===== src/rtl/rational_fraction_alu_top_assert.svh =====
// ----------------------------------------------------------------------------
// Assertion macros for the rational fraction ALU
// Shared concurrent assertion forms used at the end of the top level.
// ----------------------------------------------------------------------------
`ifndef RATIONAL_FRACTION_ALU_TOP_ASSERT_SVH
`define RATIONAL_FRACTION_ALU_TOP_ASSERT_SVH

// implication checked every cycle out of reset
`define RFA_ASSERT_IMP(label, ante, cons, msg) \
    label: assert property (@(posedge clk) disable iff (!rst_n) (ante) |-> (cons)) \
        else $error(msg);

// implication with the consequent checked in the following cycle
`define RFA_ASSERT_NEXT(label, ante, cons, msg) \
    label: assert property (@(posedge clk) disable iff (!rst_n) (ante) |=> (cons)) \
        else $error(msg);

`endif


===== src/rtl/rfa_pkg.sv =====
// ----------------------------------------------------------------------------
// Rational fraction ALU package
// Shared widths, codes and the word passed from front to back.
// ----------------------------------------------------------------------------
package rfa_pkg;

    localparam int Width = 32;
    localparam int MagW  = 2 * Width;
    localparam int CntW  = $clog2(MagW + 1);

    typedef enum logic [1:0] {
        ACT_ADD = 2'd0,
        ACT_SUB = 2'd1,
        ACT_MUL = 2'd2,
        ACT_DIV = 2'd3
    } action_t;

    typedef enum logic [1:0] {
        ST_OK   = 2'd0,
        ST_ZDEN = 2'd1,
        ST_OVF  = 2'd2,
        ST_RSVD = 2'd3
    } status_t;

    typedef struct packed {
        logic [1:0]  action;
        logic [31:0] num_a;
        logic [31:0] den_a;
        logic [31:0] num_b;
        logic [31:0] den_b;
    } item_t;

    typedef struct packed {
        logic [31:0] res_num;
        logic [31:0] res_den;
        logic [1:0]  status;
    } result_t;

    localparam int QDepth = 2;

endpackage


===== src/rtl/rfa_front.sv =====
// ----------------------------------------------------------------------------
// Rational fraction ALU front end
// Accept words and hold them in a short queue for the back end.
// ----------------------------------------------------------------------------
module rfa_front
(
    input  logic            clk,
    input  logic            rst_n,
    input  logic            push,
    output logic            full,
    input  rfa_pkg::item_t  in_item,
    output logic            q_valid,
    input  logic            q_take,
    output rfa_pkg::item_t  q_item
);

    rfa_pkg::item_t slot_reg [rfa_pkg::QDepth];
    logic [1:0] cnt_reg;
    logic       wr_reg;
    logic       rd_reg;
    logic       do_push;
    logic       do_pop;

    assign full    = (cnt_reg == 2'(rfa_pkg::QDepth));
    assign q_valid = (cnt_reg != 2'd0);
    assign q_item  = slot_reg[rd_reg];
    assign do_push = push && !full;
    assign do_pop  = q_take && q_valid;

    always_ff @(posedge clk or negedge rst_n)
    begin
        if (!rst_n)
        begin
            cnt_reg <= '0;
            wr_reg  <= 1'b0;
            rd_reg  <= 1'b0;
        end
        else
        begin
            if (do_push)
                wr_reg <= !wr_reg;
            if (do_pop)
                rd_reg <= !rd_reg;
            cnt_reg <= cnt_reg + 2'(do_push) - 2'(do_pop);
        end
    end

    always_ff @(posedge clk)
    begin
        if (do_push)
            slot_reg[wr_reg] <= in_item;
    end

endmodule


===== config.mk =====
export PLATFORM = sky130hd
export DESIGN_NAME = rfa_front
export DESIGN_NICKNAME = d
export VERILOG_FILES = /design/src/rtl/rational_fraction_alu_top_assert.svh /design/src/rtl/rfa_pkg.sv /design/src/rtl/rfa_front.sv
export SDC_FILE = /design/constraint.sdc
export NUM_CORES = 1
export LEC_CHECK = 0
export BUFFER_PORTS_ARGS = -buffer_cell sky130_fd_sc_hd__buf_4
export CORE_ASPECT_RATIO = 1.4
export CORE_MARGIN = 2
export CORE_UTILIZATION = 55
export DETAILED_ROUTE_END_ITERATION = 12
export GPL_TIMING_DRIVEN = 0
export PLACE_DENSITY_LB_ADDON = 0.15
export SLEW_MARGIN = 0
export SYNTH_ARGS = -nofsm -noshare
export SYNTH_HDL_FRONTEND = slang
export SYNTH_SLANG_ARGS = --single-unit

===== constraint.sdc =====
create_clock -name clk -period 16.9 [get_ports clk]
set_input_delay 0.845 -clock clk [delete_from_list [all_inputs] [get_ports clk]]
set_output_delay 0.845 -clock clk [all_outputs]
set_load 0.01 [all_outputs]

==> summary.md, run 1 <==
| Metric | Value |
|---|---|
| CTS buffer count | 24 |
| Post-synthesis cell count | 423 |
| Worst-margin pin slew | 0.955 ns |
| Setup Buffers After CTS | 0 |
| Seq/Total Area, Yosys | around four fifths |
| Fill cell count | 1,099 |
| Crit-path max cell delay | 0.34 ns |
| Power density cells | between 150 and 200 nW/um^2 |
| Fin nets | 855 |
| Synth Register Bits | 264 |
| Wirelength, routed | 18,300 um |
| Max_cap viols | 0 |
| Synth Cell Area | between 9000 and 10,000 um^2 |
| Drt first-iter violations | 171 |
| Post-CTS Resized | 0 |
| H-tree depth | 1 |
| Final Max Tran Viols | 0 |
| CP most frequent cell | buf_6 |
| Outcome | finished clean |
| Largest family of logic cells by synthesized area | multiplexers |
| Synth Area in Simple Gates | 0.327% |
| Worst slack, placed | 14.27 ns |
| Sequential power share | 41.5% |
| Number of global-route vias before repair | 5,175 |
| Min-Delay Path Class | in2async |
| IO Port Bufs | 265 |
| Worst r2r src | cnt_reg[1]$_DFF_PN0_ |
| Final design utilization | ~73% |
| Hold-fix buffers, CTS | 0 |
| IO Count | 266 |
| Clock-pin transition on the worst setup and hold timing paths | about 0.060 ns |
| Peak supply drop | around 0.13 mV |
| RSZ-0062 raised after global routing | no |
| Max reg flops | 260 |
| Startpoint types | flip-flop |
| Vias per cell | 5.02 |
| Max frequency | 0.376 GHz |
| Placed inst area | 12,400 um^2 |
| Crit-path cells | buf_6, buf_8, buf_6, mux2_4, buf_4 |
| Minimum clock period | 2.66 ns |
| Core Region | 17,900 um^2 |
| Total number of vias | 4,897 |
| DRT Pass-1 Iters | 4 |
| Clock buffer depth | 3 |
| P_leak | around 5.2 nW |
| WL per Instance | 18.7 um |
| Final ANT Viol Nets | 0 |
| Post-Layout Inst Area | 13,100 um^2 |
| Clock Sinks | between 200 and 300 |
| Final setup viols | 0 |
| Area delta synth->final | 31.5% |
| Most frequent cells in the layout | buf_4 (265), edfxtp_1 (260), mux2_4 (90), mux2_2 (40), clkbuf_16 (25) |
| Number of diodes | 0 |
| CP Capture Type | output pin |
| Largest net degree at the start of global routing | 67 |
| Clock share of power | 22.2% |
| Syn avg cell area | 23.5 um^2 |
| Synthesis Warnings | 0 |
| Reg2reg setup slack | 14.68 ns |
| Slowest CP cell | dfrtp_1 |
| DP HPWL | approximately 13,000 um |
| Tot GR Track Use | 18.2% |
| Switching part of the total | 27.5% |
| Initial Utilization | 55.8% |
| GR Overflow Total | 0 |
| Worst Path Arrival | 1.81 ns |
| Critical path class | reg2out |
| Slew Limit Headroom | ~36% |
| Hold Slack | 0.124 ns |
| Share of layout cells above drive strength 1 | 60.6% |
| Comb pwr share | between 30% and 40% |
| Reg2Reg Depth | 6 |
| Final RePlAce weighted congestion | roughly 0.7 |
| Synth Area in XOR/XNOR | less than 1% |
| Reg2reg end | slot_reg[0][32]$_DFFE_PP_ |
| Adder-Cell Fraction of Synth Area | 0.251% |
| Final Cycle Share | 15.7% |
| Count of final hold-check violations | 0 |
| Multiplexer area fraction after synthesis | a little under a fifth |
| CTS tree | yes |
| Cell variety after synth | 17 |
| Commonest non-fill, non-tap cell in the layout | buf_4 |
| First-pass GRT wire length | between 20,000 and 30,000 um |
| TNS Setup | 0 ns |
| CP Max Fanout | 10 |
| Core Rows | 58 |
| Clock Latency Late Sink | around 0.5 ns |
| Compound-Gate Fraction of Synth Area | 0% |
| Drc violations | 0 |
| Setup slack after layout | ~14 ns |
| Die Span Y | roughly 160 um |
| Root Buffer | clkbuf_16 |
| Die area | 19,200 um^2 |
| Critical path required time | between 15 and 20 ns |
| Worst Clk Skew | 0.00951 ns |
| Die W | 118 um |
| P_sw | between 0.0006 and 0.0007 W |
| P_int | 0.00163 W |
| Initial antenna violation count | 0 |
| Syn nets | 559 |
synth_stat cells:
library cell / n / area share (%)
and2_1: 1 / 0.063
buf_8: 1 / 0.15
mux2_2: 40 / 4.5
inv_1: 2 / 0.075
nand2_1: 1 / 0.038
mux2_4: 90 / 14
buf_2: 4 / 0.20
xor2_1: 1 / 0.088
or2_2: 1 / 0.063
dfrtp_1: 4 / 1.0
ha_1: 2 / 0.25
nor2_1: 1 / 0.038
edfxtp_1: 260 / 78
nand2b_1: 1 / 0.063
xnor2_1: 3 / 0.26
and3_1: 1 / 0.063
buf_6: 10 / 1.1
critical path: cells and delay by family (launching register included):
kind | cells | cell delay (ns)
buf+inv | 4 | 0.64
flops | 1 | 0.34
mux | 1 | 0.32
per-layer routing:
metal / part of all wire (%) / track usage [%]
met3: 8.4 / 5.80
met5: 0 / 0
met1: 35 / 20.3
met2: 54 / 33.2
met4: 2.4 / 5.97
worst max-delay path by stage:
stage	start	end	slack, ns	cells after the start
CTS	rd_reg$_DFFE_PN0P_	q_item[103]	14.19	5
global route	rd_reg$_DFFE_PN0P_	q_item[103]	14.17	5
floorplan	push	slot_reg[0][0]$_DFFE_PP_	9.94	2
detailed placement	push	slot_reg[0][62]$_DFFE_PP_	14.27	6
finish	rd_reg$_DFFE_PN0P_	q_item[103]	14.24	5
global placement	push	slot_reg[0][64]$_DFFE_PP_	7.31	3
stage by stage:
| stage | power [W] | instances |
|---|---|---|
| 5_1_grt | 0.00235 | 976 |
| 3_5_place_dp | 0.00177 | 933 |
| 3_3_place_gp | 0.00177 | 928 |
| 6_report | 0.00225 | 976 |
| 2_1_floorplan | 0.00144 | 423 |
| 4_1_cts | 0.00227 | 976 |
power groups by stage:
stage	clock [W]	sequential (W)	combinational [W]
2_1_floorplan	0	0.000959	0.000482
3_3_place_gp	0	0.000978	0.000790
3_5_place_dp	0	0.000945	0.000827
4_1_cts	0.000510	0.000932	0.000831
5_1_grt	0.000535	0.000942	0.000868
6_report	0.000498	0.000931	0.000816
layout make-up:
| class | count | area [um^2] | share of cell area (%) |
|---|---|---|---|
| Clock inverter | 8 | 58.8 | 0.449 |
| Sequential cell | 264 | 7910 | 60.4 |
| Inverter | 2 | 7.51 | 0.0573 |
| Multi-Input combinational cell | 142 | 1910 | 14.6 |
| Clock buffer | 35 | 663 | 5.06 |
| Tap cell | 240 | 300 | 2.29 |
| Timing Repair Buffer | 270 | 2100 | 16.1 |
| Buffer | 15 | 148 | 1.13 |
cells by family after synthesis:
group | after synthesis
xor gates and xnor gates | 4
DFF | 264
buffers and inverters | 17
muxes | 130
adders and majority gates | 2
and+or+nand+nor | 6
(Power assumes the default switching activity.)
==> run 2: changes to the inputs <==
- CORE_UTILIZATION: 55 -> 52
- clock period: 16.9 -> 2.45 ns (I/O delays scaled with it)
==> run 2 against run 1 <==
Net effect:
- cell area up 11%
- clock skew grew 0.0016 ns
- critical path depth fell by 1
- flip-flop and latch count is the same
- worst setup slack got worse by 14 ns
- clock-buffer cell count is 5 lower
- critical endpoint is now slot_reg[1][38]$_DFFE_PP_
- hold slack gained 0.21 ns
- wire length rose by 16%
- core utilization up 4.4 points
- non-clock buffer count up 135
- first-iteration DRC count up 82%
- final cell count rose by 14%
==> summary.md, run 2 (synthesized netlist as in run 1, its figures left out) <==
| Metric | Value |
|---|---|
| Outcome | finished clean |
| Number of global-route vias before repair | 6,044 |
| Final Cycle Share | 87.7% |
| Power density cells | 1100 nW/um^2 |
| Setup slack after layout | 0.302 ns |
| Min-Delay Path Class | in2reg |
| Final RePlAce weighted congestion | 0.720 |
| Final design utilization | 77.7% |
| Area delta synth->final | 45.8% |
| Placed inst area | roughly 12,000 um^2 |
| Clock-pin transition on the worst setup and hold timing paths | 0.06 ns |
| Max_cap viols | 0 |
| Core Rows | 59 |
| Vias per cell | 4.98 |
| Die W | approximately 120 um |
| Share of layout cells above drive strength 1 | 51.8% |
| WL per Instance | ~19 um |
| Critical path required time | 2.63 ns |
| Final setup viols | 0 |
| DP HPWL | 13,000 um |
| GR Overflow Total | 0 |
| CTS buffer count | 24 |
| Hold-fix buffers, CTS | 134 |
| Count of final hold-check violations | 0 |
| Commonest non-fill, non-tap cell in the layout | buf_4 |
| Drc violations | 0 |
| Worst Path Arrival | 2.33 ns |
| Largest net degree at the start of global routing | between 50 and 60 |
| Critical path class | reg2reg |
| Die area | around 20,000 um^2 |
| Multi-input logic area | 1910 um^2 |
| Wirelength, routed | approximately 21,000 um |
| DP Cell Count | about 940 |
| IO Count | between 200 and 300 |
| Setup Buffers After CTS | 0 |
| First-pass GRT wire length | 31,700 um |
| Drt first-iter violations | 312 |
| Die Span Y | between 150 and 200 um |
| Clock buffer depth | 3 |
| Minimum clock period | 2.15 ns |
| IO Port Bufs | 265 |
| Final Max Tran Viols | 0 |
| Number of diodes | 0 |
| Fin cells | 1,114 |
| Max reg flops | 260 |
| CTS tree | yes |
| Tot GR Track Use | between 20% and 30% |
| Most frequent cells in the layout | buf_4 (265), edfxtp_1 (260), dlygate4sd3_1 (134), mux2_4 (90), mux2_2 (40) |
| Root Buffer | clkbuf_16 |
| Clock Sinks | roughly 260 |
| Slew Limit Headroom | 53.0% |
| Hold Path Depth | 2 |
| Initial antenna violation count | 0 |
| Fill cell count | 995 |
| CP Capture Type | flip-flop |
| DRT Pass-1 Iters | 4 |
| Post-CTS Resized | 0 |
| Fin nets | 990 |
| Initial Utilization | 53.3% |
| Core Region | 18,700 um^2 |
| Final ANT Viol Nets | 0 |
| P_leak | approximately 5.8 nW |
| Worst-margin pin slew | 0.704 ns |
| RSZ-0062 raised after global routing | no |
| Post-Layout Inst Area | 14,500 um^2 |
| Startpoint types | flip-flop |
| Worst slack, placed | 0.263 ns |
| CP Max Fanout | 50 |
| Reg2Reg Depth | 4 |
| Register area | between 7000 and 8000 um^2 |
| Worst Clk Skew | between 0.01 and 0.015 ns |
| Total number of vias | 5,544 |
| Clock Latency Late Sink | between 0.5 and 0.6 ns |
| Peak supply drop | 0.796 mV |
| H-tree depth | 1 |
| Max frequency | 0.466 GHz |
-- run 2: cell count changes in the layout (fill, tap and decap cells not counted), sizes merged --
cell	before	now
clkinvlp	0	1
dlygate4sd3	0	134
clkinv	7	8
clkbuf	35	30
buf	285	286
bufinv	1	3
-- run 2: worst max-delay path, stage by stage, from the launching register on --
cell	delay, ns
dfrtp_1	0.41
nand2b_1	0.15
and3_4	0.60
buf_12	0.33
buf_16	0.29
-- run 2: area by class of cell --
class	instances	share of cell area [%]
sequential	264	54.5
timing repair buffer	405	23.9
multi-input combinational	142	13.2
clock buffer	30	4.44
tap	244	2.10
buffer	15	1.02
clock inverter	12	0.896
inverter	2	0.0517
-- run 2: metrics by stage --
stage	hold slack [ns]	setup TNS, ns	power (W)
after detailed placement	-0.0794	0	0.0123
final	0.339	0	0.0160
after floorplan	-0.173	-80.86	0.00982
after CTS	0.317	0	0.0161
after global routing	0.330	0	0.0167
after global placement	-0.0819	-303.62	0.0120
-- run 2: per-layer routing --
| layer | part of all wire, % | vias up | wire (um) | GRT usage, % |
|---|---|---|---|---|
| li1 | - | 2534 | - | - |
| met1 | 35 | 2736 | 7500 | 22.0 |
| met2 | 55 | 221 | 11600 | 38.6 |
| met3 | 6.4 | 53 | 1350 | 4.29 |
| met4 | 3.3 | 0 | 692 | 7.33 |
| met5 | 0 | - | 0 | 0 |
-- run 2: path summary, 6_finish.rpt --
kind | from | end | slack, ns
min in group asynchronous | rst_n | wr_reg$_DFFE_PN0N_ | 0.52
worst max-delay path | cnt_reg[1]$_DFF_PN0_ | slot_reg[1][38]$_DFFE_PP_ | 0.30
worst min-delay path | in_item[127] | slot_reg[1][127]$_DFFE_PP_ | 0.34
worst max register to register | cnt_reg[1]$_DFF_PN0_ | slot_reg[1][38]$_DFFE_PP_ | 0.30
worst min register to register | cnt_reg[0]$_DFF_PN0_ | cnt_reg[0]$_DFF_PN0_ | 0.51
max in group asynchronous | rst_n | cnt_reg[1]$_DFF_PN0_ | 1.76
-- run 2: report_power, final --
part           total [W]  internal [W]  leakage (nW)  switching, W
clock            0.00368       0.00217         0.374       0.00151
combinational    0.00593       0.00325          2.93       0.00268
sequential       0.00643       0.00617          2.46      0.000260
total             0.0160        0.0116          5.76       0.00445
==> run 3: changes to the inputs <==
- PLACE_DENSITY: unset -> 0.9
- PLACE_DENSITY_LB_ADDON: 0.15 -> unset
==> run 3 against run 2 <==
Net effect:
- clock-buffer cell count grew 2
- non-clock buffer count up 1
- cell area grew 0.47%
- global-route usage up 2.5 points
- critical path type unchanged
- sequential share of layout area decreased by 0.26 points
- highest routed layer unchanged
- final cell count rose by 0.36%
- maximum frequency up 6.5%
- power up 2.2%
- sequential power up 0.8%
- combinational power up 2%
==> summary.md, run 3 (synthesized netlist as in run 1, its figures left out) <==
| Metric | Value |
|---|---|
| CTS tree | yes |
| WP buf/inv | 2 |
| Power density cells | 1120 nW/um^2 |
| Core Region | 18,700 um^2 |
| Initial Utilization | 53.3% |
| Clock-pin transition on the worst setup and hold timing paths | ~0.070 ns |
| Number of global-route vias before repair | ~6,400 |
| Tot Pwr | 0.0164 W |
| Slowest CP cell | nor2_4 |
| Clock Sinks | between 200 and 300 |
| Max frequency | 0.496 GHz |
| Worst Hold End | slot_reg[0][59]$_DFFE_PP_ |
| Count of final hold-check violations | 0 |
| Share of layout cells above drive strength 1 | between 50 and 60% |
| Worst r2r src | cnt_reg[0]$_DFF_PN0_ |
| GR Overflow Total | 0 |
| Worst Clk Skew | 0.0131 ns |
| Tot GR Track Use | 22.9% |
| Vias per cell | 5.04 |
| Drc violations | 0 |
| First-pass GRT wire length | 35,300 um |
| Root Buffer | clkbuf_16 |
| Wirelength, routed | 23,500 um |
| DRT Pass-1 Iters | 4 |
| Die W | 121 um |
| Final Max Tran Viols | 0 |
| RSZ-0062 raised after global routing | no |
| Clock buffer depth | 3 |
| Peak supply drop | 0.814 mV |
| WL per Instance | 21.0 um |
| Reg2reg end | slot_reg[0][49]$_DFFE_PP_ |
| Drt first-iter violations | about 400 |
| CTS buffer count | 24 |
| Final setup viols | 0 |
| Slew Limit Headroom | between 50% and 60% |
| Post-CTS Resized | 0 |
| Fill cell count | approximately 900 |
| Startpoint types | flip-flop |
| Commonest non-fill, non-tap cell in the layout | buf_4 |
| IO Count | about 270 |
| Setup Buffers After CTS | 0 |
| Min-Delay Path Class | in2reg |
| Final Cycle Share | 82.3% |
| Final ANT Viol Nets | 0 |
| Max reg flops | 260 |
| Critical path required time | 2.66 ns |
| Hold_sp | in_item[59] |
| Max_cap viols | 0 |
| Reg2Reg Depth | 5 |
| Crit-path max cell delay | 0.50 ns |
| Most frequent cells in the layout | buf_4 (265), edfxtp_1 (260), dlygate4sd3_1 (134), mux2_4 (90), mux2_2 (40) |
| Worst Path Arrival | around 2.2 ns |
| IO Port Bufs | between 200 and 300 |
| P_leak | 5.79 nW |
| Initial antenna violation count | 1 |
| Hold Path Depth | 2 |
| Delay-heaviest family, CP | simple AND/OR/NAND/NOR gates |
| Die Span Y | about 170 um |
| Crit-path cells | nand2b_1, nand2_2, nor2_4, buf_12, buf_16 |
| Critical path class | reg2reg |
| Hold-fix buffers, CTS | 134 |
| DP HPWL | 13,700 um |
| Outcome | finished clean |
| Fin nets | 991 |
| TNS Setup | 0 ns |
| Core Rows | 59 |
| Area delta synth->final | 46.5% |
| CP Capture Type | flip-flop |
| Final RePlAce weighted congestion | 0.703 |
| Clock Latency Late Sink | ~0.5 ns |
| Largest net degree at the start of global routing | 54 |
| Final design utilization | between 70% and 80% |
| H-tree depth | 1 |
| Worst-margin pin slew | 0.606 ns |
| Minimum clock period | 2.02 ns |
| Die area | a little over 20,000 um^2 |
| CP Max Fanout | 24 |
| Reg2reg setup slack | 0.43 ns |
| Total number of vias | 5,630 |
run 3: layout make-up:
type	count	area [um^2]	area share (%)
Sequential cell	264	7910	54.2
Buffer	15	148	1.01
Clock buffer	32	672	4.61
Clock inverter	12	141	0.969
Timing Repair Buffer	406	3490	23.9
Multi-Input combinational cell	142	1910	13.1
Antenna cell	1	2.50	0.0172
Tap cell	244	305	2.09
Inverter	2	7.51	0.0515
run 3: worst max-delay path by stage:
stage | from | to | slack, ns | cells after the start
after global placement | cnt_reg[1]$_DFF_PN0_ | slot_reg[0][74]$_DFFE_PP_ | -1.31 | 3
after global routing | cnt_reg[0]$_DFF_PN0_ | slot_reg[0][5]$_DFFE_PP_ | 0.32 | 5
final | cnt_reg[0]$_DFF_PN0_ | slot_reg[0][49]$_DFFE_PP_ | 0.43 | 5
after CTS | rd_reg$_DFFE_PN0P_ | q_item[45] | 0.44 | 5
after floorplan | cnt_reg[1]$_DFF_PN0_ | slot_reg[0][0]$_DFFE_PP_ | -0.49 | 3
after detailed placement | cnt_reg[1]$_DFF_PN0_ | slot_reg[0][80]$_DFFE_PP_ | 0.49 | 5
run 3: per-stage QoR:
step,hold WS (ns),area [um^2],setup slack (ns),std cells
5_1_grt,0.325,14600,0.320,1118
4_1_cts,0.312,14600,0.437,1117
3_3_place_gp,-0.0827,12300,-1.31,932
3_5_place_dp,-0.0774,12400,0.493,939
2_1_floorplan,-0.173,9970,-0.494,423
6_report,0.328,14600,0.433,1118
run 3: layer usage:
metal	wire length [um]	vias up	GRT usage [%]
met1	8050	2785	24.5
met2	13100	239	43.3
met5	0	-	0
li1	-	2543	-
met3	1460	63	4.63
met4	901	0	8.95
run 3: where the power goes:
group | total, W | internal, W | switching [W] | leakage, nW
Sequential | 0.00648 | 0.00617 | 0.000306 | 2.46
Clock | 0.00385 | 0.00225 | 0.00160 | 0.396
Combinational | 0.00606 | 0.00328 | 0.00278 | 2.94
run 3: worst reg2reg max path, stage by stage, from the launching register on:
cell,delay [ns]
dfrtp_1,0.39
nand2b_1,0.20
nand2_2,0.14
nor2_4,0.51
buf_12,0.27
buf_16,0.21
